$ cat src/rtl/kvp_pkg.sv
package kvp_pkg;

  localparam int KEY_NUM = 18;
  localparam int ERR_NUM = 12;
  localparam int QUEUE_DEPTH = 4;

  localparam logic [4:0] K_PID      = 5'd0;
  localparam logic [4:0] K_FW       = 5'd1;
  localparam logic [4:0] K_SER      = 5'd2;
  localparam logic [4:0] K_CS       = 5'd7;
  localparam logic [4:0] K_ERR      = 5'd8;
  localparam logic [4:0] K_LOAD     = 5'd9;
  localparam logic [4:0] K_CHECKSUM = 5'd17;
  localparam logic [4:0] K_UNKNOWN  = 5'd31;

  localparam int F_SIGN   = 0;
  localparam int F_STOP   = 1;
  localparam int F_SAT    = 2;
  localparam int F_PREFIX = 3;

  localparam logic [7:0] PRINT_LO = 8'd33;
  localparam logic [7:0] PRINT_HI = 8'd126;

  localparam logic [63:0] KEY_TXT [KEY_NUM] = '{
    {"PID", 40'h0}, {"FW", 48'h0}, {"SER#", 32'h0}, {"V", 56'h0}, {"I", 56'h0},
    {"VPV", 40'h0}, {"PPV", 40'h0}, {"CS", 48'h0}, {"ERR", 40'h0},
    {"LOAD", 32'h0}, {"IL", 48'h0}, {"H19", 40'h0}, {"H20", 40'h0},
    {"H21", 40'h0}, {"H22", 40'h0}, {"H23", 40'h0}, {"HSDS", 32'h0},
    "Checksum"
  };
  localparam logic [4:0] KEY_LEN [KEY_NUM] = '{
    5'd3, 5'd2, 5'd4, 5'd1, 5'd1, 5'd3, 5'd3, 5'd2, 5'd3, 5'd4, 5'd2,
    5'd3, 5'd3, 5'd3, 5'd3, 5'd3, 5'd4, 5'd8
  };

  localparam logic [23:0] ERR_TXT [ERR_NUM] = '{
    {"0", 16'h0}, {"2", 16'h0}, {"17", 8'h0}, {"18", 8'h0}, {"19", 8'h0},
    {"20", 8'h0}, {"21", 8'h0}, {"26", 8'h0}, {"33", 8'h0}, {"34", 8'h0},
    {"38", 8'h0}, "116"
  };
  localparam logic [4:0] ERR_LEN [ERR_NUM] = '{
    5'd1, 5'd1, 5'd2, 5'd2, 5'd2, 5'd2, 5'd2, 5'd2, 5'd2, 5'd2, 5'd2, 5'd3
  };

  typedef struct packed {
    logic        has_pair;
    logic [4:0]  field_id;
    logic [31:0] field_value;
    logic [3:0]  decoded_code;
    logic        has_done;
    logic        empty;
  } kvp_event_t;

  // first chars sit at the top of vec
  function automatic logic [4:0] key_lookup(input logic [63:0] vec, input logic [4:0] len);
    logic [63:0] mask;
    logic [4:0]  k;
    mask = ~(64'hFFFF_FFFF_FFFF_FFFF >> {len, 3'b000});
    k = K_UNKNOWN;
    for (int i = KEY_NUM - 1; i >= 0; i--) begin
      if (len == KEY_LEN[i] && (vec & mask) == KEY_TXT[i]) k = 5'(i);
    end
    return k;
  endfunction

  function automatic logic [3:0] err_lookup(input logic [23:0] vec, input logic [4:0] len);
    logic [23:0] mask;
    logic [3:0]  c;
    mask = ~(24'hFF_FFFF >> {len, 3'b000});
    c = 4'd0;
    for (int i = ERR_NUM - 1; i >= 0; i--) begin
      if (len == ERR_LEN[i] && (vec & mask) == ERR_TXT[i]) c = 4'(i + 1);
    end
    return c;
  endfunction

  function automatic logic [7:0] digit_of(input logic [7:0] c);
    logic [7:0] d;
    if (c >= "0" && c <= "9") d = c - "0";
    else if (c >= "a" && c <= "z") d = c - "a" + 8'd10;
    else if (c >= "A" && c <= "Z") d = c - "A" + 8'd10;
    else d = 8'd255;
    return d;
  endfunction

endpackage

$ cat src/rtl/kvp_front.sv
module kvp_front #(
  parameter int KEY_CHARS   = 8,
  parameter int VALUE_CHARS = 11
) (
  input  logic               clk,
  input  logic               rst_n,
  input  logic               accept,
  input  logic [7:0]         data_byte,
  input  logic               frame_end,
  output logic               ev_push,
  output kvp_pkg::kvp_event_t ev
);

  localparam int KLW = $clog2(KEY_CHARS + 2);
  localparam int KIW = $clog2(KEY_CHARS);
  localparam int VLW = $clog2(VALUE_CHARS + 1);
  localparam int VIW = $clog2(VALUE_CHARS);

  typedef enum logic [2:0] {PH_IDLE, PH_KEY, PH_GAP, PH_VALUE, PH_CKSUM} phase_t;

  phase_t      phase_r, phase_nxt, phase_m;
  logic [7:0]  kc_r [KEY_CHARS];
  logic [7:0]  kc_m [KEY_CHARS];
  logic [KLW-1:0] kl_r, kl_m, kl_nxt;
  logic [7:0]  vc_r [VALUE_CHARS];
  logic [7:0]  vc_m [VALUE_CHARS];
  logic [VLW-1:0] vl_r, vl_m, vl_nxt, vl_e;
  logic [31:0] acc_r, acc_m, acc_nxt, acc_e;
  logic [3:0]  flg_r, flg_m, flg_nxt, flg_e;
  logic [4:0]  ck_r, ck_m, ck_nxt, key_e;
  logic        seen_r, seen_nxt;

  logic        pr, add_en, val_clear, fin_key, emit_now, key_ok;
  logic [63:0] key_vec;
  logic [4:0]  lookup_m;
  logic        base16, s;
  logic [7:0]  d, s_char;
  logic [35:0] m;
  logic [23:0] val_vec;
  logic [31:0] num_val;

  assign pr = data_byte >= kvp_pkg::PRINT_LO && data_byte <= kvp_pkg::PRINT_HI;

  // key buffer
  always_comb begin
    kc_m = kc_r;
    kl_m = kl_r;
    if (pr && phase_r == PH_IDLE) begin
      kl_m = KLW'(1);
      kc_m[0] = data_byte;
    end else if (pr && phase_r == PH_KEY) begin
      if (kl_r < KLW'(KEY_CHARS)) kc_m[kl_r[KIW-1:0]] = data_byte;
      if (kl_r <= KLW'(KEY_CHARS)) kl_m = kl_r + KLW'(1);
    end
  end

  always_comb begin
    for (int i = 0; i < 8; i++) key_vec[63 - 8*i -: 8] = kc_m[i];
  end

  assign lookup_m = (kl_m <= KLW'(KEY_CHARS)) ? kvp_pkg::key_lookup(key_vec, 5'(kl_m))
                                              : kvp_pkg::K_UNKNOWN;

  // value buffer and number accumulation
  assign add_en = pr && (phase_r == PH_GAP || phase_r == PH_VALUE) &&
                  vl_r < VLW'(VALUE_CHARS);
  assign base16 = ck_r == kvp_pkg::K_PID;
  assign d = kvp_pkg::digit_of(data_byte);
  assign s = vl_r != '0 && (vc_r[0] == "+" || vc_r[0] == "-");
  assign s_char = s ? vc_r[1] : vc_r[0];

  always_comb begin
    vc_m = vc_r;
    vl_m = vl_r;
    acc_m = acc_r;
    flg_m = flg_r;
    m = '0;
    if (add_en) begin
      vc_m[vl_r[VIW-1:0]] = data_byte;
      vl_m = vl_r + VLW'(1);
      if (!flg_r[kvp_pkg::F_STOP]) begin
        if (vl_r == '0 && (data_byte == "+" || data_byte == "-")) begin
          if (data_byte == "-") flg_m[kvp_pkg::F_SIGN] = 1'b1;
        end else if (base16 && !flg_r[kvp_pkg::F_PREFIX] &&
                     (data_byte == "x" || data_byte == "X")) begin
          if (vl_r == VLW'(s) + VLW'(1) && s_char == "0") flg_m[kvp_pkg::F_PREFIX] = 1'b1;
          else flg_m[kvp_pkg::F_STOP] = 1'b1;
        end else if (d >= (base16 ? 8'd16 : 8'd10)) begin
          flg_m[kvp_pkg::F_STOP] = 1'b1;
        end else begin
          if (base16) m = {acc_r, 4'b0000} + {28'd0, d};
          else m = {1'b0, acc_r, 3'b000} + {3'b000, acc_r, 1'b0} + {28'd0, d};
          if (m > 36'h0_8000_0000) begin
            acc_m = 32'h8000_0000;
            flg_m[kvp_pkg::F_SAT] = 1'b1;
          end else begin
            acc_m = m[31:0];
          end
        end
      end
    end
  end

  // phase
  always_comb begin
    phase_m = phase_r;
    ck_m = ck_r;
    val_clear = 1'b0;
    unique case (phase_r)
      PH_IDLE:  if (pr) phase_m = PH_KEY;
      PH_KEY: begin
        if (!pr) begin
          ck_m = lookup_m;
          val_clear = 1'b1;
          phase_m = (lookup_m == kvp_pkg::K_CHECKSUM) ? PH_CKSUM : PH_GAP;
        end
      end
      PH_GAP:   if (pr) phase_m = PH_VALUE;
      PH_VALUE: if (!pr) phase_m = PH_IDLE;
      PH_CKSUM: phase_m = PH_IDLE;
      default:  phase_m = PH_IDLE;
    endcase
  end

  assign fin_key = frame_end && phase_m == PH_KEY;
  assign key_e = fin_key ? lookup_m : ck_m;
  assign vl_e  = (fin_key || val_clear) ? '0 : vl_m;
  assign acc_e = (fin_key || val_clear) ? '0 : acc_m;
  assign flg_e = (fin_key || val_clear) ? '0 : flg_m;

  assign emit_now = (phase_r == PH_VALUE && !pr) || phase_r == PH_CKSUM ||
                    (frame_end && ((fin_key && lookup_m != kvp_pkg::K_CHECKSUM) ||
                                   phase_m == PH_GAP || phase_m == PH_VALUE));
  assign key_ok = key_e < 5'(kvp_pkg::KEY_NUM) && key_e != kvp_pkg::K_FW &&
                  key_e != kvp_pkg::K_SER;

  assign val_vec = {vc_m[0], vc_m[1], vc_m[2]};

  always_comb begin
    if (flg_e[kvp_pkg::F_SIGN]) num_val = acc_e[31] ? 32'h8000_0000 : (32'd0 - acc_e);
    else num_val = acc_e[31] ? 32'h7FFF_FFFF : acc_e;
  end

  always_comb begin
    ev = '0;
    ev.has_pair = emit_now && key_ok;
    ev.field_id = key_e;
    ev.has_done = frame_end;
    ev.empty = !(seen_r || pr);
    priority case (key_e)
      kvp_pkg::K_CHECKSUM: ev.field_value = {24'd0, data_byte};
      kvp_pkg::K_CS: begin
        if (vl_e != '0 && vc_m[0] >= "0" && vc_m[0] <= "5")
          ev.decoded_code = 4'(vc_m[0] - "0" + 8'd1);
      end
      kvp_pkg::K_ERR:  ev.decoded_code = kvp_pkg::err_lookup(val_vec, 5'(vl_e));
      kvp_pkg::K_LOAD: begin
        if (vl_e == VLW'(2) && vc_m[0] == "O" && vc_m[1] == "N") ev.decoded_code = 4'd1;
      end
      default: ev.field_value = num_val;
    endcase
  end

  assign ev_push = accept && (ev.has_pair || frame_end);

  always_comb begin
    phase_nxt = phase_m;
    kl_nxt = kl_m;
    vl_nxt = vl_e;
    acc_nxt = acc_e;
    flg_nxt = flg_e;
    ck_nxt = ck_m;
    seen_nxt = seen_r || pr;
    if (frame_end) begin
      phase_nxt = PH_IDLE;
      kl_nxt = '0;
      vl_nxt = '0;
      acc_nxt = '0;
      flg_nxt = '0;
      ck_nxt = kvp_pkg::K_UNKNOWN;
      seen_nxt = 1'b0;
    end
  end

  always_ff @(posedge clk) begin
    if (!rst_n) begin
      phase_r <= PH_IDLE;
      kl_r <= '0;
      vl_r <= '0;
      acc_r <= '0;
      flg_r <= '0;
      ck_r <= kvp_pkg::K_UNKNOWN;
      seen_r <= 1'b0;
    end else if (accept) begin
      phase_r <= phase_nxt;
      kl_r <= kl_nxt;
      vl_r <= vl_nxt;
      acc_r <= acc_nxt;
      flg_r <= flg_nxt;
      ck_r <= ck_nxt;
      seen_r <= seen_nxt;
    end
  end

  always_ff @(posedge clk) begin
    if (accept) begin
      kc_r <= kc_m;
      vc_r <= vc_m;
    end
  end

endmodule

$ cat src/rtl/kvp_back.sv
module kvp_back (
  input  logic                clk,
  input  logic                rst_n,
  input  logic                ev_push,
  input  kvp_pkg::kvp_event_t ev,
  output logic                full,
  output logic                empty,
  input  logic                pop,
  output logic [4:0]          field_id,
  output logic signed [31:0]  field_value,
  output logic [3:0]          decoded_code,
  output logic                pair_valid,
  output logic                frame_done,
  output logic                frame_empty,
  output logic                last_result
);

  localparam int QD  = kvp_pkg::QUEUE_DEPTH;
  localparam int QAW = $clog2(QD);

  kvp_pkg::kvp_event_t q_r [QD];
  kvp_pkg::kvp_event_t head;
  logic [QAW-1:0] wr_r, rd_r;
  logic [QAW:0]   cnt_r;
  logic           sub_r, two, pop_ok, deq;

  assign full  = cnt_r == (QAW+1)'(QD);
  assign empty = cnt_r == '0;
  assign head  = q_r[rd_r];
  assign two   = head.has_pair && head.has_done;
  assign pop_ok = pop && !empty;
  assign deq   = pop_ok && !(two && !sub_r);

  always_comb begin
    if (!sub_r && head.has_pair) begin
      field_id     = head.field_id;
      field_value  = head.field_value;
      decoded_code = head.decoded_code;
      pair_valid   = 1'b1;
      frame_done   = 1'b0;
      frame_empty  = 1'b0;
      last_result  = !head.has_done;
    end else begin
      field_id     = '0;
      field_value  = '0;
      decoded_code = '0;
      pair_valid   = 1'b0;
      frame_done   = 1'b1;
      frame_empty  = head.empty;
      last_result  = 1'b1;
    end
  end

  always_ff @(posedge clk) begin
    if (!rst_n) begin
      wr_r <= '0;
      rd_r <= '0;
      cnt_r <= '0;
      sub_r <= 1'b0;
    end else begin
      if (ev_push) wr_r <= wr_r + QAW'(1);
      if (deq) rd_r <= rd_r + QAW'(1);
      cnt_r <= cnt_r + (QAW+1)'(ev_push) - (QAW+1)'(deq);
      if (pop_ok) sub_r <= !deq;
    end
  end

  always_ff @(posedge clk) begin
    if (ev_push) q_r[wr_r] <= ev;
  end

endmodule

$ cat src/rtl/key_value_frame_parser.sv
// Key/value text frame parser. Feed one byte per transaction on the input queue; a byte is
// taken every cycle while in_full is low. Each byte yields zero, one or two results (a pair
// and/or the frame-done result) that appear on the output queue the cycle after the byte is
// taken, one result per cycle while out_pop is high. The front end keeps all parse state and
// settles a byte in the cycle it is taken; a four-entry event queue sits between it and the
// result port, so in_full rises only when four events wait, and a two-result byte takes two pops.
module key_value_frame_parser #(
  parameter int KEY_CHARS   = 8,
  parameter int VALUE_CHARS = 11
) (
  input  logic               clk,
  input  logic               rst_n,
  input  logic               in_push,
  output logic               in_full,
  input  logic [7:0]         in_data_byte,
  input  logic               in_frame_end,
  output logic               out_empty,
  input  logic               out_pop,
  output logic [4:0]         out_field_id,
  output logic signed [31:0] out_field_value,
  output logic [3:0]         out_decoded_code,
  output logic               out_pair_valid,
  output logic               out_frame_done,
  output logic               out_frame_empty,
  output logic               out_last_result
);

  kvp_pkg::kvp_event_t ev;
  logic ev_push, accept;

  assign accept = in_push && !in_full;

  kvp_front #(.KEY_CHARS(KEY_CHARS), .VALUE_CHARS(VALUE_CHARS)) u_front (
    .clk(clk), .rst_n(rst_n), .accept(accept), .data_byte(in_data_byte),
    .frame_end(in_frame_end), .ev_push(ev_push), .ev(ev)
  );

  kvp_back u_back (
    .clk(clk), .rst_n(rst_n), .ev_push(ev_push), .ev(ev), .full(in_full),
    .empty(out_empty), .pop(out_pop), .field_id(out_field_id),
    .field_value(out_field_value), .decoded_code(out_decoded_code),
    .pair_valid(out_pair_valid), .frame_done(out_frame_done),
    .frame_empty(out_frame_empty), .last_result(out_last_result)
  );

endmodule

$ cat config.mk
export PLATFORM = sky130hd
export DESIGN_NAME = key_value_frame_parser
export DESIGN_NICKNAME = d
export VERILOG_FILES = /design/src/rtl/kvp_pkg.sv /design/src/rtl/kvp_front.sv /design/src/rtl/kvp_back.sv /design/src/rtl/key_value_frame_parser.sv
export SDC_FILE = /design/constraint.sdc
export NUM_CORES = 1
export LEC_CHECK = 0
export ABC_AREA = 1
export BUFFER_PORTS_ARGS = -buffer_cell sky130_fd_sc_hd__buf_2
export CAP_MARGIN = 25
export CORE_MARGIN = 10
export CORE_UTILIZATION = 55
export DETAILED_ROUTE_END_ITERATION = 6
export PLACE_DENSITY = 0.72
export SLEW_MARGIN = 20
export SYNTH_ARGS = -nofsm -noshare
export SYNTH_HDL_FRONTEND = slang
export SYNTH_SLANG_ARGS = --single-unit
$ cat constraint.sdc
create_clock -name clk -period 5.8 [get_ports clk]
set_clock_uncertainty 0.1 [all_clocks]
set_input_delay 0 -clock clk [delete_from_list [all_inputs] [get_ports clk]]
set_output_delay 0 -clock clk [all_outputs]
set_load 0.005 [all_outputs]
Yosys cells after proc, flatten, opt, wreduce, memory -nomap -nowiden
Memories as Yosys holds them, arrays and structs flattened. A register that Yosys moved wholly into a read port is not among the register bits. Cells that the tools add are included.

Register bits after elaboration: 212. Bits in writable memories: 176. Output and inout bits: 47. Logic and storage cells: 357. Memories: 1.

Add/sub/neg operators: 18. Order comparisons: 21. Equal/unequal tests: 66. Shifts and indexed selects: 2. Multiplexer cells: 115. Bitwise logic cells: 6. Reductions and logical operators: 96.

Memory list: u_back.q_r (depth 4, width 44, read ports 1, clocked after memory_dff 1, wr ports 1, RTL line kvp_back.sv:21) `kvp_pkg::kvp_event_t q_r [QD];`.

Operator list (count): 64-bit by 63-bit == test with 1-bit output, second input constant (18); 32-bit two-way mux (11); 24-bit by 22-bit == test with 1-bit output, second input constant (12); 36-bit two-way mux (6); 64-bit two-way mux (2); 5-bit two-way mux (23); 4-bit two-way mux (27); 88-bit bitwise mux (1); 88-bit two-way mux (1); 36-bit by 8-bit adder with 36-bit output (2); 64-bit bitwise AND (1); 64-bit bitwise mux (1); 64-bit inverter (1); 32-bit one-hot mux with 2 select lines (1); 64-bit by 7-bit >> shifter with 64-bit output, first input constant (1); 1-bit logical AND (63); 56-bit two-way mux (1); 8-bit two-way mux (7); 8-bit by 6-bit == test with 1-bit output, second input constant (5); 35-bit by 33-bit adder with 36-bit output (1); 36-bit by 32-bit > comparator with 1-bit output, second input constant (1); 8-bit demux with 4-bit select (1); 8-bit by 7-bit == test with 1-bit output, second input constant (4); 1-bit by 32-bit subtractor with 32-bit output, first input constant (1); other kinds (58) (132).

Depth between registers and ports, before layout
Gate-level depths: netlist of run 1.

Depth after elaboration: 57. Mapped depth: 49. Mapped depth without buffers: 46.

Cells and area by module
A second synthesis of run 1 with hierarchy kept.

Cell total of the unflattened synthesis: 3407. Area, all modules: 23744.0 sq um.

By module, submodules not included: kvp_front (instances 1, cells each 2810, area each 16226.8 sq um, sequential area each 3683.5 sq um); kvp_back (instances 1, cells each 595, area each 7507.2 sq um, sequential area each 5485.3 sq um); key_value_frame_parser (instances 1, cells each 2, area each 10.0 sq um, sequential area each 0.0 sq um).

Least setup slack after synthesis of run 1
OpenSTA, ideal clock, no wires.

Path type: input-to-reg. Start point: input port in_data_byte[4]. End point: memory u_back.q_r[0][30] (netlist name) (data pin). Library setup time: 203 ps. Arrival time: 5589 ps. Path slack: -92 ps. Cell stages on the path: 44. Path buffers: 4. Path through: buf_2 > inv_1 > clkbuf_1 > ha_1 > nand2_1 > o21bai_1 > nand2_1 > inv_1 > nor2_1 > mux2i_1 > o21ai_0 > fa_1 > inv_1 > ha_1 > nand2_1 > o21ai_0 > a21oi_1 > o21ai_0 > (+8 left out) > nor2_1 > nand2_1 > nor2_1 > nand4_1 > nand2_1 > buf_2 > nand3_1 > a21oi_1 > inv_1 > ha_1 > clkbuf_1 > nand2_1 > nor2_1 > nand2_1 > nor2_1 > nand3_1 > and3_1 > nor3_1.

RTL lines: start, declared (RTL line key_value_frame_parser.sv:15) `input logic [7:0] in_data_byte,`; end, declared (RTL line kvp_back.sv:21).

==> results.ini, run 1 <==
[outcome]
status = completed

[logic_synthesis]
synth_area_leaders = edfxtp_1 33%, nand2_1 13%, nor2_1 8.0%
synth.ff_latch_count = 326
synthFlopType = edfxtp_1
synth_top_area_share_pct = 33.0
yosys.area.top_type = edfxtp_1
ys_seq_area_share_pct = 38.1
synth_nets = 3522
synthesis.area_um2 = 24000
async_flop_share_pct = 0
ys.warnings.count = 0
synth.avg_cell_area_um2 = 7.05
synth_edf_count = 264
synth.distinct_cells = 68
syn_inst = 3410

[routing]
first_pass_iters = 6
viasPerCell = 5.65
totalWireLength_mm = 76.2
vias = 23900
first_iter_violations = 2165
ant_nets = 0
wire_per_inst_um = 18.1
drc = 0

[global_route]
grt-busiest-layer = met2
grt_antenna_before_repair = 0
met2_usage_pct = 48.8
grt_first_pass_wirelength_mm = 120
gr-usage-met1_pct = 35.0
grt_use_met3_pct = 2.97
grt.total_usage_pct = 28.1
grt_pass1_vias = 23000
grt_max_degree = 83
grt_remaining_overflow = 0

[finish]
fin_nets = 3725
area_delta_synth_final_pct = 15.0
drive_above_1_share_pct = 13.5
diodes = 0
final_cells = 4224

[critical_path]
endpoint_kind = register
crit_family = simple AND/OR/NAND/NOR gates
critPathKind = primary input to register
cp_max_fo = 11
crit_arrival_ns = 5.67
cp.required_ns = 6.03
critPathMaxStageDelay_ns = 0.48
cp.buffers_inverters = 10
slowest_stage = fa_1
critPathLaunchType = primary input
cpMostUsedCell = nand2_1

[sta]
fin_crit_sh_pct = 93.6
hold_violations = 0
rsz0062_at_grt = yes
slew_violations = 0
min_period_ns = 5.43
setup_slack_ns = 0.368
relSlewSlack_pct = 28.9
finalSetupViolations = 0
worst_slew_pin_slew_ns = 1.06
max_freq_mhz = 184

[die]
die_x_um = 229
num_rows = 76
initial_core_util_pct = 55.7
coreArea_um2 = 43200
die_h_um = 229
io_pins = 60
die_area_um2 = 52500

[clocking]
clock_sink_count = 326
cts_made_buffers = 37
clk_pin_slew_ns = 0.06
worst_skew_pair.late_latency_ns = 0.57
clockRootBuffer = clkbuf_16
cts_tree = yes
clock_path_buffers = 3
htreeDepth = 2

[pwr]
peakVddDrop_mv = 0.299
p_per_area_nw_per_um2 = 258
power.leakage_nw = 12.8

[hold_path]
hold_class = primary input to register

[placement]
routabilityCongestion = 1.01
place_hpwl_mm = 56.8
port_buffers = 59
dp_worst_setup_slack_ns = -0.391
placedCellCount = 4149

[flow_run]
cap_violations = 0

==> cells in the mapped netlist, drive strengths merged, types with 5 or more instances <==
cell type,number
nor2,532
dfxtp,62
nand3,219
a31oi,7
a21oi,206
nand3b,17
edfxtp,264
fa,8
clkbuf,76
xor2,23
nor3,69
o22ai,11
clkinv,6
o21a,5
xnor2,10
inv,418
nand2,878
o21ai,303
o211ai,6
nand4,79
nor4,19
buf,46
or2,8
a21o,8
and3,5
ha,91
==> what timing repair did <==
| item | 4_1_cts | 5_1_grt |
|---|---|---|
| resized for setup | 0 | 56 |
| setup buffers | 0 | 3 |
| hold buffers | 7 | 0 |
| hold endpoints to repair | 23 | 0 |
| setup endpoints to repair | 0 | 131 |
==> cell type report <==
type                            instances  area, um2
Sequential cell                       326       9180
Timing Repair Buffer                  286       2120
Tap cell                              585        732
Multi-Input combinational cell       2538      12900
Inverter                              424       1600
Fill cell                            3944      15500
Clock inverter                         20        169
Clock buffer                           45        966
==> stage by stage <==
stage               hold slack [ns]  power [mW]  instance area, um2  TNS (ns)  utilization, %
floorplan                  -0.00113        4.21               24000    -11.53               -
global placement              0.280        4.81               26200    -27.96            60.8
detailed placement            0.290        4.89               26300    -33.63            60.9
CTS                         0.00335        7.13               27500         0            63.6
global route                 0.0386        7.49               27700     -1.72            64.1
finish                       0.0193        7.13               27700         0            64.1
==> where the power goes <==
| group | switching, mW | internal (mW) | total (mW) |
|---|---|---|---|
| sequential | 0.111 | 2.85 | 2.96 |
| clock | 0.962 | 1.28 | 2.24 |
| combinational | 1.33 | 0.599 | 1.93 |
| total | 2.40 | 4.73 | 7.13 |
==> routing by layer <==
metal / vias up / part of all wire [%]
li1: 11700 / -
met4: 0 / 3.8
met2: 807 / 49
met5: - / 0
met1: 11200 / 42
met3: 176 / 5.6
==> cells by family after synthesis <==
family | Yosys count | share of synthesized area (%)
buffers and inverters | 546 | 9.01
muxes | 1 | 0.0416
DFF | 326 | 38.1
adders and majority gates | 99 | 5.40
xor gates and xnor gates | 33 | 1.20
AOI/OAI and AO/OA | 569 | 12.7
and+or+nand+nor | 1836 | 33.5
==> registers in the layout, indices dropped and copies added, names as in the netlist, 4 cells and up, named ones only <==
| signal | flops |
|---|---|
| u_front.acc_r | 32 |
| u_back.q_r | 176 |
| u_front.kc_r | 64 |
| u_front.kl_r | 4 |
| u_front.vc_r | 24 |
| u_front.ck_r | 5 |
| u_front.vl_r | 4 |
==> layout by cell type, fill, tap and decap left out, types with 9 or more instances in the layout <==
cell type	count
nand2_1	853
nor2_1	496
inv_1	386
edfxtp_1	264
o21ai_0	254
buf_4	212
nand3_1	206
a21oi_1	199
ha_1	91
nand4_1	77
dfxtp_1	59
buf_2	59
nor3_1	57
clkbuf_16	37
o21ai_1	36
inv_2	29
xor2_1	23
nor2_4	19
nor4_1	18
nor2_2	17
nand3b_1	17
clkinv_1	13
nand2_2	13
o21ai_2	11
nand2_4	11
xnor2_1	10
o22ai_1	9
nor3_2	9
==> tightest hold or removal path: cells and delay by family <==
kind | cells | cell delay [ns]
AND/OR/NAND/NOR | 2 | 0.26
buffers and inverters | 2 | 0.28
==> final timing paths <==
path	startpoint	endpoint	slack [ns]	cells after the start
setup / recovery	in_data_byte[1]	u_back.q_r[3][17]	0.37	45
setup reg to reg	u_front.acc_r[4]	u_back.q_r[3][35]	0.44	34
hold / removal	in_data_byte[7]	u_back.q_r[2][13]	0.02	4
hold reg to reg	u_front.flg_r[0]	u_front.flg_r[0]	0.37	2
Note: power is estimated with default switching activity, not from simulation.
==> run 2, diff against run 1 <==
--- a/config.mk
+++ b/config.mk
@@ -9,9 +9,9 @@
 export BUFFER_PORTS_ARGS = -buffer_cell sky130_fd_sc_hd__buf_2
 export CAP_MARGIN = 25
 export CORE_MARGIN = 10
-export CORE_UTILIZATION = 55
+export CORE_UTILIZATION = 58
 export DETAILED_ROUTE_END_ITERATION = 6
-export PLACE_DENSITY = 0.72
+export PLACE_DENSITY = 0.76
 export SLEW_MARGIN = 20
 export SYNTH_ARGS = -nofsm -noshare
 export SYNTH_HDL_FRONTEND = slang
==> constraint.sdc (replaced) <==
create_clock -name clk -period 5.8 [get_ports clk]
set_clock_uncertainty 0.1 [all_clocks]
set_input_delay 1.16 -clock clk [delete_from_list [all_inputs] [get_ports clk]]
set_output_delay 1.16 -clock clk [all_outputs]
set_load 0.005 [all_outputs]
==> run 2 against run 1 <==
The run now ends with DRC, setup timing left. Worst setup slack worse by 0.65 ns. Die area down 4.7%. Maximum frequency down 11%. Cell area up 10%. Core utilization up 11 points. Clock power about the same. Flip-flop and latch count unchanged. Combinational power up 13%.
==> results.ini, run 2 (same netlist as run 1, synthesis figures left out) <==
[global_route]
grt_first_pass_wirelength_mm = 129
grt_antenna_before_repair = 0
grt_remaining_overflow = 0
grt_max_degree = 89
grt.total_usage_pct = 31.3
grt_pass1_vias = 25000

[pwr]
peakVddDrop_mv = 0.411
power.leakage_nw = 14.2
p_per_area_nw_per_um2 = 242

[flow_run]
cap_violations = 0

[routing]
first_iter_violations = 2948
ant_nets = 0
vias = 25900
drc = 5
first_pass_iters = 7
totalWireLength_mm = 81.3
viasPerCell = 5.85
wire_per_inst_um = 18.4

[hold_path]
min_from = u_front.seen_r
holdPathStages = 2
hold_class = register to register
min_to = u_front.seen_r

[clocking]
htreeDepth = 2
cts_tree = yes
clock_path_buffers = 3
clock_sink_count = 326
worst_skew_pair.late_latency_ns = 0.57
clk_pin_slew_ns = 0.06
cts_made_buffers = 35
clockRootBuffer = clkbuf_16

[sta]
finalSetupViolations = 125
hold_violations = 0
min_period_ns = 6.09
fin_hold_ws_ns = 0.383
relSlewSlack_pct = 35.9
fin_crit_sh_pct = 105
worst_slew_pin_slew_ns = 0.961
slew_violations = 0
setup_slack_ns = -0.286
max_freq_mhz = 164
rsz0062_at_grt = yes

[placement]
place_area_um2 = 28200
dp_worst_setup_slack_ns = -1.19
routabilityCongestion = 1.02
port_buffers = 59
placedCellCount = 4324
place_hpwl_mm = 59.2

[critical_path]
cp_max_fo = 7
reg2reg_slack_ns = 0.35
cp.required_ns = 6.07
crit_arrival_ns = 6.36
endpoint_kind = register
critPathLaunch = in_data_byte[0]
critPathMaxStageDelay_ns = 0.49
critPathLaunchType = primary input
reg2reg_depth = 38
regToRegEndpoint = u_back.cnt_r[2]
r2r-start = u_front.kl_r[0]
slowest_stage = fa_1
critPathKind = primary input to register

[finish]
largest_register_ffs = 176
regMostFlops = u_back.q_r
final_common_cell = nand2_1
largest_registers = u_back.q_r: 176 flops, u_front.kc_r: 64 flops, u_front.acc_r: 32 flops
area_delta_synth_final_pct = 27.0
fin_nets = 3977
drive_above_1_share_pct = 24.5
fin_area_um2 = 30500
mostFrequentLayoutCells = 780 x nand2_1, 459 x buf_4, 436 x nor2_1
final_cells = 4423

[die]
die_h_um = 224
die_area_um2 = 50000
coreArea_um2 = 40900
die_x_um = 224
num_rows = 74
initial_core_util_pct = 58.8
io_pins = 60

[outcome]
violations = DRC, setup timing
status = finished, violations left

==> run 2: cell type report <==
cell class                      count  area (um2)
Multi-Input combinational cell   2539       13800
Fill cell                        3045       10400
Sequential cell                   326        9170
Timing Repair Buffer              539        4140
Inverter                          424        1630
Clock buffer                       45         943
Tap cell                          532         666
Clock inverter                     17         180
Antenna cell                        1        2.50
==> run 2: per-stage QoR <==
stage          power [mW]  utilization, %  TNS (ns)
2_1_floorplan        4.22               -    -23.40
3_5_place_dp         5.09            68.8   -176.35
3_3_place_gp         4.98            68.8   -142.36
5_1_grt              7.74            74.6    -69.25
4_1_cts              7.37            73.4     -7.30
6_report             7.40            74.6    -27.53
==> run 2: timing repair <==
action	CTS	global route
endpoints found under the setup margin	144	241
gates cloned	1	0
pin swaps	59	56
hold buffers	0	0
setup buffers	22	13
gates resized for setup	176	122
==> run 2: critical path: cells and delay by family <==
kind,cells,cell delay (ns)
xor+xnor,1,0.17
buf+inv,9,1.00
simple gates,15,2.06
compound gates,6,0.85
fa+ha+maj,3,1.10
==> run 2: report_power, final <==
| group | switching (mW) | total, mW | internal, mW |
|---|---|---|---|
| combinational | 1.41 | 2.19 | 0.784 |
| clock | 0.950 | 2.24 | 1.29 |
| sequential | 0.115 | 2.96 | 2.85 |
| total | 2.47 | 7.40 | 4.92 |
==> run 2: worst max-delay path by stage <==
stage | depth (start not counted) | to | slack (ns)
3_5_place_dp | 39 | u_back.q_r[2][31] | -1.19
3_3_place_gp | 41 | u_back.q_r[0][27] | -1.02
4_1_cts | 46 | u_back.q_r[1][25] | -0.12
6_report | 34 | u_back.q_r[2][14] | -0.29
2_1_floorplan | 47 | u_back.q_r[0][34] | -0.36
5_1_grt | 41 | u_back.q_r[2][14] | -0.58
==> run 2: metal layers <==
metal / part of all wire, % / track usage, % / routed length (um) / up-vias
met3: 6.8 / 3.92 / 5560 / 268
met5: 0 / 0 / 0 / -
met2: 50 / 55.0 / 40300 / 1226
li1: - / - / - / 12200
met1: 39 / 37.6 / 31500 / 12200
met4: 4.8 / 14.3 / 3910 / 0
